## config.mk

```make
export PLATFORM = sky130hd
export DESIGN_NAME = round_robin_quantum_scheduler_top_flat
export DESIGN_NICKNAME = d
export VERILOG_FILES = /design/src/rtl/core/rrqs_pkg.sv /design/src/rtl/core/rrqs_if.sv /design/src/rtl/core/round_robin_quantum_scheduler_top.sv /design/src/rtl/core/rrqs_walker.sv /design/src/flat_wrapper.sv
export SDC_FILE = /design/constraint.sdc
export NUM_CORES = 1
export LEC_CHECK = 0
export BUFFER_PORTS_ARGS = -buffer_cell sky130_fd_sc_hd__buf_2
export CAP_MARGIN = 20
export CELL_PAD_IN_SITES_DETAIL_PLACEMENT = 0
export CELL_PAD_IN_SITES_GLOBAL_PLACEMENT = 1
export CORE_MARGIN = 3
export CORE_UTILIZATION = 56
export CTS_BUF_LIST = sky130_fd_sc_hd__clkbuf_4
export CTS_CLUSTER_SIZE = 30
export DETAILED_ROUTE_END_ITERATION = 8
export MAX_ROUTING_LAYER = met4
export PLACE_DENSITY_LB_ADDON = 0.08
export RECOVER_POWER = 50
export SLEW_MARGIN = 20
export SYNTH_ARGS = -nofsm -noshare
export SYNTH_HDL_FRONTEND = slang
export SYNTH_SLANG_ARGS = --single-unit
```

## constraint.sdc

```tcl
create_clock -name clk_i -period 3.8 [get_ports clk_i]
set_clock_uncertainty 0.1 [all_clocks]
set_input_delay 0.57 -clock clk_i [delete_from_list [all_inputs] [get_ports clk_i]]
set_output_delay 0.57 -clock clk_i [all_outputs]
set_load 0.05 [all_outputs]
```

## src/rtl/core/rrqs_pkg.sv

```systemverilog
`timescale 1ns / 1ps
`default_nettype none

package rrqs_pkg;

  localparam int unsigned AGENT_SLOTS_DEF = 16;
  localparam int unsigned QUANTUM_W = 12;

  typedef enum logic [1:0] {
    OP_TICK      = 2'd0,
    OP_ADD       = 2'd1,
    OP_YIELD     = 2'd2,
    OP_SET_READY = 2'd3
  } op_e;

  typedef enum logic [1:0] {
    STAT_OK     = 2'd0,
    STAT_FULL   = 2'd1,
    STAT_ABSENT = 2'd2
  } status_e;

  typedef struct packed {
    op_e        op;
    logic [7:0] agent_priority;
    logic [3:0] agent_index;
    logic       ready_value;
  } req_item_t;

  typedef struct packed {
    logic [3:0] active_agent;
    logic [4:0] agent_total;
    logic [3:0] new_agent_id;
    status_e    status;
    logic       switched;
  } rsp_item_t;

  // Outcome of one round-robin walk over the ready flags.
  typedef struct packed {
    logic done;
    logic found;
  } walk_rsp_t;

  // Ten times the priority, built from two shifts.
  function automatic logic [QUANTUM_W-1:0] quantum_of(input logic [7:0] prio);
    logic [QUANTUM_W-1:0] p;
    p = QUANTUM_W'(prio);
    return (p << 3) + (p << 1);
  endfunction

endpackage

`default_nettype wire

```

## src/rtl/core/rrqs_if.sv

```systemverilog
`timescale 1ns / 1ps
`default_nettype none

interface rrqs_req_if;
  import rrqs_pkg::*;

  logic      valid;
  logic      ready;
  req_item_t data;

  modport source (output valid, output data, input ready);
  modport sink (input valid, input data, output ready);
endinterface

interface rrqs_rsp_if;
  import rrqs_pkg::*;

  logic      valid;
  logic      ready;
  rsp_item_t data;

  modport source (output valid, output data, input ready);
  modport sink (input valid, input data, output ready);
endinterface

`default_nettype wire

```

## src/rtl/core/round_robin_quantum_scheduler_top.sv

```systemverilog
// Round-robin time-slice scheduler over a table of agents.
// Requests arrive on req_i (valid/ready); each accepted transaction is a
// tick, an add, a yield or a ready-flag write. Exactly one result leaves on
// rsp_o per request, in order, carrying the running agent, the agent count,
// the id given by an add, a status code and a switched flag.
// One request is processed at a time; req_i is ready only while idle.
// Add, set-ready and ticks that cause no switch go from the execute state
// straight to the result state, which loads the result register and
// returns to idle for the next request. A yield, or a tick whose quantum
// expires, walks the ready flags one slot per cycle starting after the
// running agent, examining at most N slots for N agents in the table,
// before the result state loads the result register; the walk and its
// single memory read port make such requests the slower ones.
// A finished result waits in the output register while rsp_o is stalled;
// the next request may be accepted and processed meanwhile, and its result
// is held back until the register is free.
// Reset empties the table and makes agent 0 the running agent. Table
// entries are meaningful only once their agent has been added.
`timescale 1ns / 1ps
`default_nettype none

module round_robin_quantum_scheduler_top #(
  parameter int unsigned AGENT_SLOTS = rrqs_pkg::AGENT_SLOTS_DEF
) (
  input  wire logic clk_i,
  input  wire logic rst_ni,
  rrqs_req_if.sink   req_i,
  rrqs_rsp_if.source rsp_o
);
  import rrqs_pkg::*;

  localparam int unsigned IDX_W = (AGENT_SLOTS > 1) ? $clog2(AGENT_SLOTS) : 1;
  localparam int unsigned CNT_W = $clog2(AGENT_SLOTS + 1);
  localparam int unsigned CW    = CNT_W + 4;

  typedef enum logic [2:0] {
    S_IDLE,
    S_EXEC,
    S_WALK,
    S_RESULT
  } state_e;

  state_e           state_q;
  req_item_t        item_q;
  logic [CNT_W-1:0] total_q;
  logic [IDX_W-1:0] running_q;
  rsp_item_t        res_q;
  logic             rsp_valid_q;
  rsp_item_t        rsp_q;

  logic [7:0]           prio_mem  [AGENT_SLOTS];
  logic [QUANTUM_W-1:0] quant_mem [AGENT_SLOTS];
  logic                 ready_mem [AGENT_SLOTS];
  logic [7:0]           prio_rd_q;
  logic [QUANTUM_W-1:0] quant_rd_q;
  logic                 ready_rd_q;

  logic                 table_full;
  logic                 index_absent;
  logic [IDX_W-1:0]     total_idx;
  logic [IDX_W-1:0]     index_idx;
  logic [QUANTUM_W-1:0] quant_dec;
  logic [IDX_W+3:0]     running_ext;
  logic [CNT_W+4:0]     total_ext;
  logic [IDX_W+3:0]     total_idx_ext;
  logic [IDX_W+3:0]     index_ext;

  logic                 mem_add_we;
  logic                 ready_we;
  logic                 ready_wdata;
  logic                 quant_we;
  logic [QUANTUM_W-1:0] quant_wdata;
  logic [IDX_W-1:0]     mem_waddr;
  logic                 walk_start;
  rsp_item_t            exec_res;

  logic [IDX_W-1:0] walk_addr;
  walk_rsp_t        walk_rsp;
  logic [IDX_W-1:0] walk_idx;

  logic accept;
  logic out_free;
  logic rsp_load;

  assign accept   = req_i.valid && req_i.ready;
  assign out_free = !rsp_valid_q || rsp_o.ready;
  assign rsp_load = (state_q == S_RESULT) && out_free;

  assign req_i.ready = (state_q == S_IDLE);
  assign rsp_o.valid = rsp_valid_q;
  assign rsp_o.data  = rsp_q;

  assign table_full    = (total_q == CNT_W'(AGENT_SLOTS));
  assign index_absent  = CW'(item_q.agent_index) >= CW'(total_q);
  assign total_idx     = total_q[IDX_W-1:0];
  assign index_ext     = (IDX_W + 4)'(item_q.agent_index);
  assign index_idx     = index_ext[IDX_W-1:0];
  assign quant_dec     = quant_rd_q - QUANTUM_W'(1);
  assign running_ext   = (IDX_W + 4)'(running_q);
  assign total_ext     = (CNT_W + 5)'(total_q);
  assign total_idx_ext = (IDX_W + 4)'(total_idx);

  // Table write controls and the status of the request being executed.
  always_comb begin
    mem_add_we  = 1'b0;
    ready_we    = 1'b0;
    ready_wdata = 1'b1;
    quant_we    = 1'b0;
    quant_wdata = quantum_of(item_q.agent_priority);
    mem_waddr   = running_q;
    walk_start  = 1'b0;
    exec_res    = '0;
    if (state_q == S_EXEC) begin
      unique case (item_q.op)
        OP_ADD: begin
          mem_waddr = total_idx;
          if (!table_full) begin
            mem_add_we            = 1'b1;
            ready_we              = 1'b1;
            quant_we              = 1'b1;
            exec_res.new_agent_id = total_idx_ext[3:0];
          end else begin
            exec_res.status = STAT_FULL;
          end
        end
        OP_SET_READY: begin
          mem_waddr   = index_idx;
          ready_wdata = item_q.ready_value;
          ready_we    = !index_absent;
          if (index_absent) begin
            exec_res.status = STAT_ABSENT;
          end
        end
        OP_TICK: begin
          if (total_q != '0 && quant_rd_q != '0) begin
            quant_we = 1'b1;
            if (quant_dec != '0) begin
              quant_wdata = quant_dec;
            end else begin
              quant_wdata = quantum_of(prio_rd_q);
              walk_start  = 1'b1;
            end
          end
        end
        OP_YIELD: begin
          walk_start = (total_q != '0);
        end
        default: begin
          walk_start = 1'b0;
        end
      endcase
    end
  end

  // Agent tables. The running agent's priority and quantum are read every
  // cycle, so they are current by the time an accepted tick executes.
  always_ff @(posedge clk_i) begin
    if (mem_add_we) begin
      prio_mem[mem_waddr] <= item_q.agent_priority;
    end
    if (quant_we) begin
      quant_mem[mem_waddr] <= quant_wdata;
    end
    if (ready_we) begin
      ready_mem[mem_waddr] <= ready_wdata;
    end
    prio_rd_q  <= prio_mem[running_q];
    quant_rd_q <= quant_mem[running_q];
    ready_rd_q <= ready_mem[walk_addr];
  end

  rrqs_walker #(
    .AGENT_SLOTS (AGENT_SLOTS)
  ) u_walker (
    .clk_i       (clk_i),
    .rst_ni      (rst_ni),
    .start_i     (walk_start),
    .run_idx_i   (running_q),
    .total_i     (total_q),
    .ready_bit_i (ready_rd_q),
    .rd_addr_o   (walk_addr),
    .rsp_o       (walk_rsp),
    .found_idx_o (walk_idx)
  );

  always_ff @(posedge clk_i or negedge rst_ni) begin
    if (!rst_ni) begin
      state_q     <= S_IDLE;
      item_q      <= '0;
      total_q     <= '0;
      running_q   <= '0;
      res_q       <= '0;
      rsp_valid_q <= 1'b0;
      rsp_q       <= '0;
    end else begin
      if (rsp_load) begin
        rsp_valid_q <= 1'b1;
      end else if (rsp_o.ready) begin
        rsp_valid_q <= 1'b0;
      end
      unique case (state_q)
        S_IDLE: begin
          if (accept) begin
            item_q  <= req_i.data;
            state_q <= S_EXEC;
          end
        end
        S_EXEC: begin
          res_q   <= exec_res;
          state_q <= walk_start ? S_WALK : S_RESULT;
          if (item_q.op == OP_ADD && !table_full) begin
            total_q <= total_q + CNT_W'(1);
          end
        end
        S_WALK: begin
          if (walk_rsp.done) begin
            state_q <= S_RESULT;
            if (walk_rsp.found && walk_idx != running_q) begin
              running_q      <= walk_idx;
              res_q.switched <= 1'b1;
            end
          end
        end
        S_RESULT: begin
          if (rsp_load) begin
            rsp_q   <= '{active_agent: running_ext[3:0],
                         agent_total:  total_ext[4:0],
                         new_agent_id: res_q.new_agent_id,
                         status:       res_q.status,
                         switched:     res_q.switched};
            state_q <= S_IDLE;
          end
        end
        default: begin
          state_q <= S_IDLE;
        end
      endcase
    end
  end

  a_total_bounded: assert property (@(posedge clk_i) disable iff (!rst_ni)
    CW'(total_q) <= CW'(AGENT_SLOTS))
    else $error("agent count exceeds the table size");

  a_running_in_table: assert property (@(posedge clk_i) disable iff (!rst_ni)
    (total_q != '0) |-> (CW'(running_q) < CW'(total_q)))
    else $error("running agent lies outside the table");

  a_walk_hit_in_table: assert property (@(posedge clk_i) disable iff (!rst_ni)
    (walk_rsp.done && walk_rsp.found) |-> (CW'(walk_idx) < CW'(total_q)))
    else $error("walk selected a slot beyond the table");

  a_accept_executes: assert property (@(posedge clk_i) disable iff (!rst_ni)
    accept |=> (state_q == S_EXEC))
    else $error("accepted transaction was not executed");

  a_full_status: assert property (@(posedge clk_i) disable iff (!rst_ni)
    (rsp_valid_q && rsp_q.status == STAT_FULL) |-> table_full)
    else $error("table full reported with free slots");

endmodule

`default_nettype wire

```

## src/rtl/core/rrqs_walker.sv

```systemverilog
`timescale 1ns / 1ps
`default_nettype none

module rrqs_walker #(
  parameter int unsigned AGENT_SLOTS = rrqs_pkg::AGENT_SLOTS_DEF
) (
  input  wire logic                                   clk_i,
  input  wire logic                                   rst_ni,
  input  wire logic                                   start_i,
  input  wire logic [(AGENT_SLOTS > 1 ? $clog2(AGENT_SLOTS) : 1)-1:0] run_idx_i,
  input  wire logic [$clog2(AGENT_SLOTS + 1)-1:0]     total_i,
  input  wire logic                                   ready_bit_i,
  output logic [(AGENT_SLOTS > 1 ? $clog2(AGENT_SLOTS) : 1)-1:0]      rd_addr_o,
  output rrqs_pkg::walk_rsp_t                         rsp_o,
  output logic [(AGENT_SLOTS > 1 ? $clog2(AGENT_SLOTS) : 1)-1:0]      found_idx_o
);
  import rrqs_pkg::*;

  localparam int unsigned IDX_W = (AGENT_SLOTS > 1) ? $clog2(AGENT_SLOTS) : 1;
  localparam int unsigned CNT_W = $clog2(AGENT_SLOTS + 1);
  localparam int unsigned CW    = CNT_W + 1;

  logic             busy_q;
  logic [IDX_W-1:0] addr_q;
  logic [CNT_W-1:0] left_q;
  logic             chk_valid_q;
  logic [IDX_W-1:0] chk_addr_q;
  logic             chk_last_q;

  logic             hit;
  logic             miss;

  // Successor of an agent slot, wrapping at the agent count.
  function automatic logic [IDX_W-1:0] succ(input logic [IDX_W-1:0] a,
                                            input logic [CNT_W-1:0] n);
    logic [CW-1:0] inc;
    inc = CW'(a) + CW'(1);
    return (inc >= CW'(n)) ? '0 : inc[IDX_W-1:0];
  endfunction

  assign hit  = chk_valid_q && ready_bit_i;
  assign miss = chk_valid_q && !ready_bit_i && chk_last_q;

  assign rd_addr_o   = addr_q;
  assign rsp_o.done  = hit || miss;
  assign rsp_o.found = hit;
  assign found_idx_o = chk_addr_q;

  // The slot address goes out in one cycle and its ready flag is checked
  // in the next, so one slot is examined per cycle.
  always_ff @(posedge clk_i or negedge rst_ni) begin
    if (!rst_ni) begin
      busy_q      <= 1'b0;
      addr_q      <= '0;
      left_q      <= '0;
      chk_valid_q <= 1'b0;
      chk_addr_q  <= '0;
      chk_last_q  <= 1'b0;
    end else if (start_i) begin
      busy_q      <= 1'b1;
      addr_q      <= succ(run_idx_i, total_i);
      left_q      <= total_i;
      chk_valid_q <= 1'b0;
    end else if (hit || miss) begin
      busy_q      <= 1'b0;
      left_q      <= '0;
      chk_valid_q <= 1'b0;
    end else if (busy_q) begin
      chk_valid_q <= (left_q != '0);
      chk_addr_q  <= addr_q;
      chk_last_q  <= (left_q == CNT_W'(1));
      addr_q      <= succ(addr_q, total_i);
      if (left_q != '0) begin
        left_q <= left_q - CNT_W'(1);
      end
    end
  end

endmodule

`default_nettype wire
```

## src/flat_wrapper.sv

```systemverilog
// flat-port wrapper written by rule: the top's interface ports become plain ports
module round_robin_quantum_scheduler_top_flat import rrqs_pkg::*;
#(
  parameter int unsigned AGENT_SLOTS = rrqs_pkg::AGENT_SLOTS_DEF
)
  (clk_i, rst_ni, req_i_valid, req_i_data, req_i_ready, rsp_o_valid, rsp_o_data, rsp_o_ready);
  rrqs_req_if req_i_i ();
  rrqs_rsp_if rsp_o_i ();
  input  wire logic clk_i;
  input  wire logic rst_ni;
  input wire logic [$bits(req_i_i.valid)-1:0] req_i_valid;
  input wire logic [$bits(req_i_i.data)-1:0] req_i_data;
  output wire logic [$bits(req_i_i.ready)-1:0] req_i_ready;
  output wire logic [$bits(rsp_o_i.valid)-1:0] rsp_o_valid;
  output wire logic [$bits(rsp_o_i.data)-1:0] rsp_o_data;
  input wire logic [$bits(rsp_o_i.ready)-1:0] rsp_o_ready;
  assign req_i_i.valid = req_i_valid;
  assign req_i_i.data = req_i_data;
  assign req_i_ready = req_i_i.ready;
  assign rsp_o_valid = rsp_o_i.valid;
  assign rsp_o_data = rsp_o_i.data;
  assign rsp_o_i.ready = rsp_o_ready;
  round_robin_quantum_scheduler_top #(.AGENT_SLOTS(AGENT_SLOTS)) u_core (.clk_i(clk_i), .rst_ni(rst_ni), .req_i(req_i_i), .rsp_o(rsp_o_i));
endmodule
```

* Yosys cells after proc, flatten, opt, wreduce, memory -nomap -nowiden
Memories as Yosys holds them, arrays and structs flattened. A register that Yosys moved wholly into a read port is not among the register bits.
Index checks and enable logic that the tools add are counted.
** Cells by class
- Add/subtract/negate cells :: 7
- $lt $le $gt $ge :: 3
- Equality and inequality tests :: 14
- Multiplexer cells :: 55
- Bitwise operators :: 2
- Reductions and logical operators :: 35
** Operator list (count)
- 2-to-1 mux 12 bit :: 4
- 2-to-1 mux 4 bit :: 8
- 2-to-1 mux 1 bit :: 28
- adder 11 x 9 -> 12 bit :: 2
- nonzero test 12 bit :: 2
- 2-to-1 mux 5 bit :: 4
- one-hot mux 3 bit (4 select lines) :: 1
- AND reduction 3 bit :: 4
- subtractor 12 x 1 -> 12 bit (second input constant) :: 1
- adder 4 x 1 -> 5 bit (second input constant) :: 2
- greater-or-equal comparator 5 bit :: 2
- AND reduction 2 bit :: 5
- nonzero test 5 bit :: 2
- 2-to-1 mux 3 bit :: 3
- logical AND 1 bit :: 8
- one-hot mux 1 bit (2 select lines) :: 4
- one-hot mux 4 bit (2 select lines) :: 1
- nonzero test 2 bit :: 4
- == test 3 x 2 -> 1 bit (second input constant) :: 2
- inequality test 2 x 1 -> 1 bit (second input constant) :: 3
- nonzero test 3 bit :: 2
- adder 5 x 1 -> 5 bit (second input constant) :: 1
- == test 5 x 1 -> 1 bit (second input constant) :: 1
- == test 5 bit (second input constant) :: 1
- 14 further kinds :: 21
** Storage, ports and cells
- Flip-flop bits (word level) :: 67
- RAM bits :: 336
- Bits of input ports :: 19
- Output and inout bits :: 18
- Word-level logic and storage cells :: 141
- Memories :: 3
** Memories
- u_core.quant_mem :: words 16, width 12, rd ports 1, clocked after Yosys merged registers in 1, write ports 1, RTL line round_robin_quantum_scheduler_top.sv:52 : logic [QUANTUM_W-1:0] quant_mem [AGENT_SLOTS];
- u_core.prio_mem :: words 16, width 8, rd ports 1, clocked after Yosys merged registers in 1, write ports 1, RTL line round_robin_quantum_scheduler_top.sv:51 : logic [7:0] prio_mem [AGENT_SLOTS];
- u_core.ready_mem :: words 16, width 1, rd ports 1, clocked after Yosys merged registers in 1, write ports 1, RTL line round_robin_quantum_scheduler_top.sv:53 : logic ready_mem [AGENT_SLOTS];

* Depth between registers and ports, before layout
Gate-level depths: netlist (run 1).
- Depth in word-level cells :: 8
- Gate-level depth with buffers :: 10
- Depth with buffers taken out :: 9

* Modules after synthesis
From an unflattened synthesis (run 1), not the netlist that was laid out.
** Second synthesis, totals
- Cells, all modules :: 1022
- Area total of the unflattened synthesis :: 17818.3 sq um
** By module, submodules not included
- round_robin_quantum_scheduler_top :: instances 1, cells an instance 908, area an instance 16724.8 sq um, seq. area each 11761.3 sq um
- rrqs_walker :: instances 1, cells an instance 114, area an instance 1093.5 sq um, seq. area each 400.4 sq um

* Worst setup path after synthesis (run 1)
OpenSTA, ideal clock, no wires.
- Kind :: register -> register
- Start point :: reg u_core.total_q[0]
- End point :: mem u_core.quant_mem[10][0], enable pin
- Library setup time :: 396 ps
- Data arrival time :: 2822 ps
- Required time :: 3304 ps
- Slack :: 482 ps
- Stages on the path, launching flop included :: 10
- Path buffers :: 2
- Period minus slack after synthesis :: 3318 ps
- Cell sequence :: dfrtp_1 inv_1 ha_1 nor4b_1 nor3_1 o211ai_2 and2_0 clkbuf_1 buf_2 nor3_1
** On the way
- Longest elaborated chain between the ends :: 7
- Elaborated cells between the ends (all ways) :: 11
- Those cells by class :: eq/ne: 1; mux: 8; reduce/logical: 2
** Ends and longest elaborated chain
- start: declaration :: RTL line round_robin_quantum_scheduler_top.sv:45 : logic [CNT_W-1:0] total_q;
- start signal: assignment :: RTL line round_robin_quantum_scheduler_top.sv:212 : total_q <= total_q + CNT_W'(1);
- nonzero test 5 bit :: RTL line round_robin_quantum_scheduler_top.sv:135 : if (total_q != '0 && quant_rd_q != '0) begin
- logical AND 1 bit :: RTL line round_robin_quantum_scheduler_top.sv:135
- 2-to-1 mux 1 bit :: RTL line round_robin_quantum_scheduler_top.sv:135
- one-hot mux 1 bit (2 select lines) :: RTL line round_robin_quantum_scheduler_top.sv:114 : unique case (item_q.op)
- 2-to-1 mux 1 bit :: RTL line round_robin_quantum_scheduler_top.sv:113 : if (state_q == S_EXEC) begin
- 2-to-1 mux 1 bit :: RTL line round_robin_quantum_scheduler_top.sv:161 : if (quant_we) begin
- 2-to-1 mux 1 bit (not written as such) :: RTL line round_robin_quantum_scheduler_top.sv:162 : quant_mem[mem_waddr] <= quant_wdata;
- end: declaration :: RTL line round_robin_quantum_scheduler_top.sv:52
Parallel ways exist; a longest one is shown, timed or not.

==> results of run 1 <==
worst max-delay path, delay by kind of cell, from the launching register on:
| family | cells | cell delay [ns] |
|---|---|---|
| muxes | 2 | 1.03 |
| buffers and inverters | 1 | 1.32 |
| DFF | 1 | 0.90 |
cells in the final DEF (no fill, tap or decap), types with 12 or more instances in the layout:
master | Yosys | routed
dlygate4sd3_1 | 0 | 17
ha_1 | 39 | 39
mux4_2 | 105 | 105
nor2_1 | 21 | 21
a21oi_1 | 18 | 18
o21ai_0 | 34 | 34
dfxtp_1 | 21 | 21
dfrtp_1 | 66 | 64
xnor2_1 | 18 | 18
mux2_2 | 29 | 29
buf_2 | 8 | 17
clkbuf_4 | 0 | 162
nor3_2 | 0 | 16
nand2_1 | 49 | 49
buf_4 | 1 | 47
edfxtp_1 | 336 | 336
xor2_1 | 12 | 12
clkinv_1 | 0 | 18
nor3_1 | 59 | 43
clkbuf_1 | 39 | 33
inv_1 | 33 | 33
power by group through the flow:
stage                     logic [mW]  clock network (mW)  registers, mW
after floorplan                 2.91                   0           7.01
after global placement          4.84                   0           7.01
after detailed placement        4.91                   0           7.01
after CTS                       4.93                3.84           6.92
after global routing            5.26                4.12           6.99
final                           4.79                3.74           6.93
sequential cells by signal, indices dropped and copies added, names as in the netlist, 7 cells and up:
name	flops
u_core.rsp_o.data	16
u_core.prio_rd_q	8
u_core.prio_mem	128
u_core.ready_mem	16
u_core.quant_mem	192
u_core.item_q	11
u_core.res_q	7
u_core.quant_rd_q	12
synthesized netlist by cell type (10+ instances only):
cell	count	area share (%)
a21oi_1	18	0.51
clkbuf_1	39	0.82
dfrtp_1	66	9.3
dfxtp_1	21	2.4
edfxtp_1	336	57
ha_1	39	2.7
inv_1	33	0.70
mux2_2	29	1.8
mux4_2	105	13
nand2_1	49	1.0
nand3_1	11	0.31
nor2_1	21	0.44
nor3_1	59	1.7
o21a_1	10	0.42
o21ai_0	34	0.96
xnor2_1	18	0.89
xor2_1	12	0.59
metal layers:
layer / up-vias / routed length [um] / GRT usage [%]
li1: 4494 / - / -
met3: 59 / 2690 / 6.51
met5: - / 0 / -
met2: 319 / 19400 / 38.2
met1: 4982 / 17300 / 35.1
met4: 0 / 875 / 7.83
cell families after synthesis:
logic type	Yosys count
and+or+nand+nor	184
DFF	423
AOI/OAI and AO/OA	114
muxes	143
xor gates and xnor gates	30
buffers and inverters	86
adders and majority gates	41
stage by stage:
| stage | utilization [%] | hold slack [ns] | setup slack, ns |
|---|---|---|---|
| floorplan | - | 0.174 | 0.482 |
| global placement | 61.0 | 0.360 | 0.548 |
| detailed placement | 61.0 | 0.366 | 0.476 |
| CTS | 65.9 | 0.207 | 0.402 |
| global route | 65.5 | 0.288 | 0.116 |
| finish | 65.5 | 0.275 | 0.263 |
layout make-up:
cell class	count	area [um2]	share of cell area (%)
well taps	396	495	2.44
repair buffers	123	792	3.90
flip-flops and latches	423	12200	59.9
clock buffers	162	1220	5.99
clock inverters	27	139	0.684
inverters	33	124	0.610
multi-input cells	512	5380	26.5
diodes	1	2.50	0.0123
path summary, 6_finish.rpt:
| check | from | end | slack [ns] | cells after the start |
|---|---|---|---|---|
| max | u_core.running_q[1] | u_core.quant_rd_q[0] | 0.26 | 3 |
| min | req_i_valid | u_core.state_q[0] | 0.28 | 4 |
| max reg2reg | u_core.running_q[1] | u_core.quant_rd_q[0] | 0.26 | 3 |
| min reg2reg | u_core.rsp_o.data[1] | u_core.rsp_o.data[1] | 0.38 | 2 |
| max in group asynchronous | rst_ni | u_core.item_q[8] | 0.94 | 3 |
| min in group asynchronous | rst_ni | u_core.running_q[1] | 1.02 | 2 |
==> results.toml, run 1 <==
[global_routing]
track_usage_pct = 25.5
grt_pass1_wl_um = 61400
antenna_found_initial = 1
grt_overflow = 0
grt_pass1_vias = 10100
grt_max_degree = 60

[setup_path]
crit_arrival_ns = 4.04
endpoint_kind = "flop"
worst_path_max_delay_cell = "clkbuf_2"
crit_path_max_incr_delay_ns = 1.32
crit_type = "reg2reg"
crit_chain = "clkbuf_2 > mux4_2 > mux4_2"
required_ns = 4.30
path_max_fanout = 57
path_common_cell = "mux4_2"
worst_setup_path_start_kind = "flop"

[synthesis]
synth_top_family_by_area = "multiplexers"
synth_compound_area_share_pct = 4.33
synth_warnings = 0
async_flop_share_pct = 15.6
synth_cells = 1021
synth_xor_xnor_area_share_pct = 1.48
syn_area_um2 = 17800
ys_ff_latch = 423
synth_area_per_cell_um2 = 17.4
synth-seq-area-share_pct = 68.3
syn-num-nets = 1081
synth-edff-count = 336
yosys.area_share.simple_pct = 5.36
synth_flop_cell = "edfxtp_1"
yosys.area_share.adder_pct = 2.96
synthMuxAreaShare_pct = 15.7
synth.distinct_cells = 68

[power_and_ir_drop]
finalPower_mw = 15.5
p_comb_share_pct = 31.0
clkPwrFrac_pct = 24.2
vdd_drop_max_v = 0.000329
pwr-share-seq_pct = 44.8
switching_share_pct = 34.5
p_sw_mw = 5.34
leakage_nw = 7.11
power_density_nw_per_um2 = 761
power.internal_mw = 10.1

[place]
port_buffers = 36
dp.cells = 1470
gp_congestion = 0.856
dpl_cell_area_um2 = 18900
dpl.hpwl_um = 26000

[sta]
setup_viol = 0
max_freq_mhz = 283
slew_violations = 105
finalWorstPathRequiredPeriod_ns = 3.54
hold_violations = 0
worst_pin_slew_ns = 2.44
setup_tns_ns = 0
fin_crit_sh_pct = 93.1
rsz0062_at_grt = "false"
slew_headroom_pct = -63.0

[clock_tree]
cts_made_buffers = 104
cts_tree = "done"
cts_resized = 0
root_buffer = "clkbuf_4"
path_clk_slew_ns = 0.07
clock_sinks = 423
htreeDepth = 3
cts_setup_buffers = 0
clk_latency_ns = 0.75
hold_buffers = 17
clockBufferDepth = 3

[cells_and_area]
finalNonFillerCells = 1677
drive_above_1_share_pct = 31.8
fin_nets = 1257
fin_area_um2 = 20300
fillCellCount = 2228
syn_to_final_growth_pct = 14.0

[die]
rows = 64
initial_core_util_pct = 57.5
chipWidth_um = 184
dieHeight_um = 184
core_region_area_um2 = 31000
io_pins = 37
die_area_um2 = 34000

[detailed_routing]
viasPerCell = 5.88
drt-pass1-iter-count = 5
num_vias = 9854
drc = 0
drtIter0Drc = 839
wl_per_cell_um = 24.0
antenna_left = 0
wirelength_um = 40200

[hold_path]
timing.hold.worst.class = "in2reg"

[run_status]
violations = "max-capacitance violations, max-slew violations"
status = "finished, violations left"

[job]
max_cap_violations = 2
(Power assumes the default switching activity.)
==> run 2: changes to the inputs <==
--- a/config.mk
+++ b/config.mk
@@ -17,6 +17,7 @@
 export MAX_ROUTING_LAYER = met4
 export PLACE_DENSITY_LB_ADDON = 0.08
 export RECOVER_POWER = 50
+export REMOVE_ABC_BUFFERS = 1
 export SLEW_MARGIN = 20
 export SYNTH_ARGS = -nofsm -noshare
 export SYNTH_HDL_FRONTEND = slang
==> results.toml, run 2 (same netlist as run 1, synthesis figures left out) <==
[power_and_ir_drop]
switching_share_pct = 34.2
pwr-share-seq_pct = 44.8
leakage_nw = 7.09
clkPwrFrac_pct = 24.5
p_comb_share_pct = 30.6
power_density_nw_per_um2 = 765
finalPower_mw = 15.5
power.internal_mw = 10.2
vdd_drop_max_v = 0.000640
p_sw_mw = 5.32

[die]
rows = 64
chipWidth_um = 184
initial_core_util_pct = 57.5
dieHeight_um = 184
die_area_um2 = 34000
core_region_area_um2 = 31000
io_pins = 37

[clock_tree]
root_buffer = "clkbuf_4"
path_clk_slew_ns = 0.06
clk_latency_ns = 0.79
clock_sinks = 423
cts_resized = 0
cts_made_buffers = 102
clockBufferDepth = 3
htreeDepth = 3
cts_tree = "done"

[cells_and_area]
final_cell_mix = "edfxtp_1, clkbuf_4, mux4_2, dfrtp_1, nand2_1"
top_register = "u_core.quant_mem"
utilization_pct = 65.5
multi_input_area_um2 = 5370
fin_nets = 1253
layout_commonest_cell = "edfxtp_1"
fillCellCount = 2224
largest_reg_flops = 192
drive_above_1_share_pct = 31.5
finalNonFillerCells = 1669
top_regs = "u_core.quant_mem x192, u_core.prio_mem x128"
syn_to_final_growth_pct = 14.1
seqCellArea_um2 = 12200

[global_routing]
grt_pass1_vias = 10200
track_usage_pct = 24.5
antenna_found_initial = 1
grt_pass1_wl_um = 59700
grt_max_degree = 51
grt_overflow = 0

[detailed_routing]
drtIter0Drc = 732
viasPerCell = 5.88
wirelength_um = 38800
drt-pass1-iter-count = 5
antenna_left = 0
drc = 0
num_vias = 9808
wl_per_cell_um = 23.2

[setup_path]
crit_type = "reg2reg"
crit_arrival_ns = 3.70
endpoint_kind = "flop"
worstReg2RegEnd = "u_core.quant_mem[15][4]"
r2r_start = "u_core.total_q[1]"
r2r_slack_ns = 0.43
worst_setup_path_start_kind = "flop"
path_max_fanout = 25
required_ns = 4.12
r2r.worst_path.cells = 10

[sta]
setup_tns_ns = 0
rsz0062_at_grt = "false"
worst_pin_slew_ns = 1.98
slew_headroom_pct = -31.9
layout_setup_ws_ns = 0.427
slew_violations = 36
finalWorstPathRequiredPeriod_ns = 3.37
max_freq_mhz = 297
setup_viol = 0
fin_crit_sh_pct = 88.8
hold_violations = 0

[place]
gp_congestion = 0.847
port_buffers = 36
dpl.hpwl_um = 25600
dp_slack_ns = 0.782
dp.cells = 1468

[hold_path]
timing.hold.worst.class = "in2reg"
min_to = "u_core.state_q[0]"
hold_depth = 4
worstHoldStart = "req_i_valid"

[run_status]
status = "finished, violations left"
violations = "max-capacitance violations, max-slew violations"

[job]
max_cap_violations = 1
run 2: cell types whose count changed in the layout (fill, tap and decap cells not counted), moves of 2 or more:
cell / previous run / this run
clkinv_2: 3 / 1
inv_2: 3 / 1
clkbuf_4: 162 / 166
clkbuf_2: 8 / 2
clkinv_1: 18 / 11
clkbuf_1: 33 / 37
run 2: final cells by class:
| class | count | area share, % |
|---|---|---|
| clock inverters | 17 | 0.622 |
| diodes | 1 | 0.0123 |
| repair buffers | 121 | 3.83 |
| well taps | 396 | 2.44 |
| multi-input cells | 512 | 26.5 |
| flip-flops and latches | 423 | 59.9 |
| clock buffers | 166 | 6.14 |
| inverters | 33 | 0.610 |
run 2: worst max-delay path: stages, from the launching register on:
cell and delay, ns:
dfrtp_1 0.51, inv_1 0.25, ha_1 0.21, nor4b_1 0.35
nor3_1 0.09, buf_4 0.17, o211ai_1 0.12, buf_4 0.31
nor3_1 0.09, a21oi_1 0.11, clkbuf_1 0.69
run 2: how the worst max path moves through the flow:
| stage | from | end | slack [ns] | cells past startpoint |
|---|---|---|---|---|
| 6_report | u_core.total_q[1] | u_core.quant_mem[15][4] | 0.43 | 10 |
| 5_1_grt | u_core.running_q[0] | u_core.prio_rd_q[7] | 0.24 | 3 |
| 4_1_cts | u_core.total_q[1] | u_core.quant_mem[14][7] | 0.72 | 9 |
| 3_5_place_dp | u_core.total_q[1] | u_core.quant_mem[14][7] | 0.78 | 9 |
| 3_3_place_gp | u_core.total_q[1] | u_core.quant_mem[4][7] | 0.84 | 9 |
| 2_1_floorplan | u_core.running_q[0] | u_core.quant_mem[15][0] | -1.49 | 4 |
run 2: repair_timing:
action	in CTS	in global routing
hold buffers	17	0
setup buffers	0	0
hold endpoints to repair	49	0
setup endpoints to repair	0	0
run 2: metal layers:
layer  GRT usage, %  wire (um)
met4           9.62       1120
met2           38.7      19100
met3           5.07       2310
met5              -          0
met1           31.6      16200
run 2: metrics by stage:
stage / cell area [um2] / hold WS, ns
global route: 20300 / 0.234
finish: 20300 / 0.279
detailed placement: 18900 / 0.365
CTS: 20400 / 0.193
floorplan: 17600 / 0.174
global placement: 18900 / 0.359
run 2: power by group through the flow:
stage	logic (mW)	registers, mW	clock network [mW]
after floorplan	2.74	7.18	0
after global placement	4.77	7.05	0
after detailed placement	4.87	7.05	0
after CTS	4.89	6.97	3.94
after global routing	5.20	7.04	4.18
final	4.76	6.97	3.81
==> run 3: changes to the inputs <==
--- a/config.mk
+++ b/config.mk
@@ -10,7 +10,7 @@
 export CELL_PAD_IN_SITES_DETAIL_PLACEMENT = 0
 export CELL_PAD_IN_SITES_GLOBAL_PLACEMENT = 1
 export CORE_MARGIN = 3
-export CORE_UTILIZATION = 56
+export CORE_UTILIZATION = 30
 export CTS_BUF_LIST = sky130_fd_sc_hd__clkbuf_4
 export CTS_CLUSTER_SIZE = 30
 export DETAILED_ROUTE_END_ITERATION = 8
==> results.toml, run 3 (same netlist as run 1, synthesis figures left out) <==
[cells_and_area]
fin_nets = 1273
largest_reg_flops = 192
layout_commonest_cell = "edfxtp_1"
drive_above_1_share_pct = 32.6
seqCellArea_um2 = 12200
syn_to_final_growth_pct = 17.9
top_regs = "u_core.quant_mem x192, u_core.prio_mem x128"
top_register = "u_core.quant_mem"
final_cell_mix = "edfxtp_1, clkbuf_4, mux4_2, dfrtp_1, buf_4"
fillCellCount = 5626
multi_input_area_um2 = 5380

[clock_tree]
path_clk_slew_ns = 0.06
cts_tree = "done"
clk_latency_ns = 0.87
cts_made_buffers = 116
root_buffer = "clkbuf_4"
cts_setup_buffers = 0
clockBufferDepth = 3
htreeDepth = 3
clock_sinks = 423

[sta]
setup_viol = 0
hold_violations = 0
setup_tns_ns = 0
rsz0062_at_grt = "false"
fin_crit_sh_pct = 89.7
max_freq_mhz = 293
finalWorstPathRequiredPeriod_ns = 3.41
worst_pin_slew_ns = 2.49
layout_setup_ws_ns = 0.392
slew_headroom_pct = -65.7
slew_violations = 41

[global_routing]
met3_usage_pct = 3.61
grt_overflow = 0
grt_max_degree = 51
grt_pass1_vias = 10700
grt_util_met1_pct = 20.9
grt_use_met2_pct = 24.6
track_usage_pct = 15.8
antenna_found_initial = 2
grt_pass1_wl_um = 71400
grt_busiest_layer = "met2"

[power_and_ir_drop]
vdd_drop_max_v = 0.000322
power_density_nw_per_um2 = 758
leakage_nw = 7.22

[place]
dp_slack_ns = 0.602
dpl.hpwl_um = 30400
gp_congestion = 0.762
port_buffers = 36

[hold_path]
timing.hold.worst.class = "in2reg"

[die]
io_pins = 37
die_area_um2 = 62300
rows = 88
core_region_area_um2 = 58200
chipWidth_um = 250
dieHeight_um = 250
initial_core_util_pct = 30.6

[setup_path]
path_max_fanout = 17
crit_arrival_ns = 3.76
required_ns = 4.15
crit_type = "reg2reg"
endpoint_kind = "flop"
worst_setup_path_start_kind = "flop"

[run_status]
status = "finished, violations left"
violations = "max-capacitance violations, max-slew violations"

[detailed_routing]
wirelength_um = 46900
drtIter0Drc = 489
wl_per_cell_um = 22.6
antenna_left = 0
num_vias = 9934
drc = 0
viasPerCell = 4.78
drt-pass1-iter-count = 5

[job]
max_cap_violations = 1
[run 3: area by class of cell]
type / instances / area share, %
multi-input combinational: 512 / 25.6
antenna: 2 / 0.0238
timing repair buffer: 127 / 3.89
inverter: 33 / 0.590
sequential: 423 / 58.0
clock buffer: 186 / 6.65
tap: 765 / 4.56
clock inverter: 29 / 0.680
[run 3: metrics by stage]
step	area, um2	total power, mW	util [%]	cells	hold WS, ns
finish	21000	15.9	36.0	2077	0.194
global route	21000	17.0	36.0	2077	0.152
detailed placement	19400	12.1	33.3	1843	0.380
global placement	19400	12.1	33.3	1843	0.364
floorplan	17600	9.92	-	968	0.174
CTS	21100	16.4	36.3	2075	0.0696
[run 3: power by group]
group          switching, mW  internal [mW]
registers              0.564           6.43
logic                   3.05           1.72
clock network           1.88           2.27
[run 3: per-layer routing]
layer	vias to the layer above	wire length, um
met5	-	0
met1	5098	21500
met2	220	22500
li1	4543	-
met3	73	1940
met4	0	867
[run 3: critical path, cell delays in order, from the launching register on]
cell	delay, ns
dfrtp_1	0.39
inv_1	0.08
ha_1	0.26
nand2_1	0.08
clkbuf_1	0.50
nand2_1	0.15
o21ai_0	0.14
nand2_1	0.45
nor3_1	0.32
clkbuf_1	0.51
[run 3: worst paths after layout]
path,cells after the start,from,slack [ns],to
max,9,u_core.state_q[1],0.39,u_core.prio_mem[4][2]
min,4,req_i_valid,0.19,u_core.state_q[0]
max reg2reg,9,u_core.state_q[1],0.39,u_core.prio_mem[4][2]
min reg2reg,2,u_core.rsp_o.data[10],0.39,u_core.rsp_o.data[10]
max in group asynchronous,2,rst_ni,0.88,u_core.running_q[1]
min in group asynchronous,2,rst_ni,0.92,u_core.item_q[5]
[run 3: what timing repair did]
item,in CTS,in global routing
gates resized for setup,0,0
endpoints found under the hold margin,53,0
hold buffers,17,0
endpoints found under the setup margin,0,0
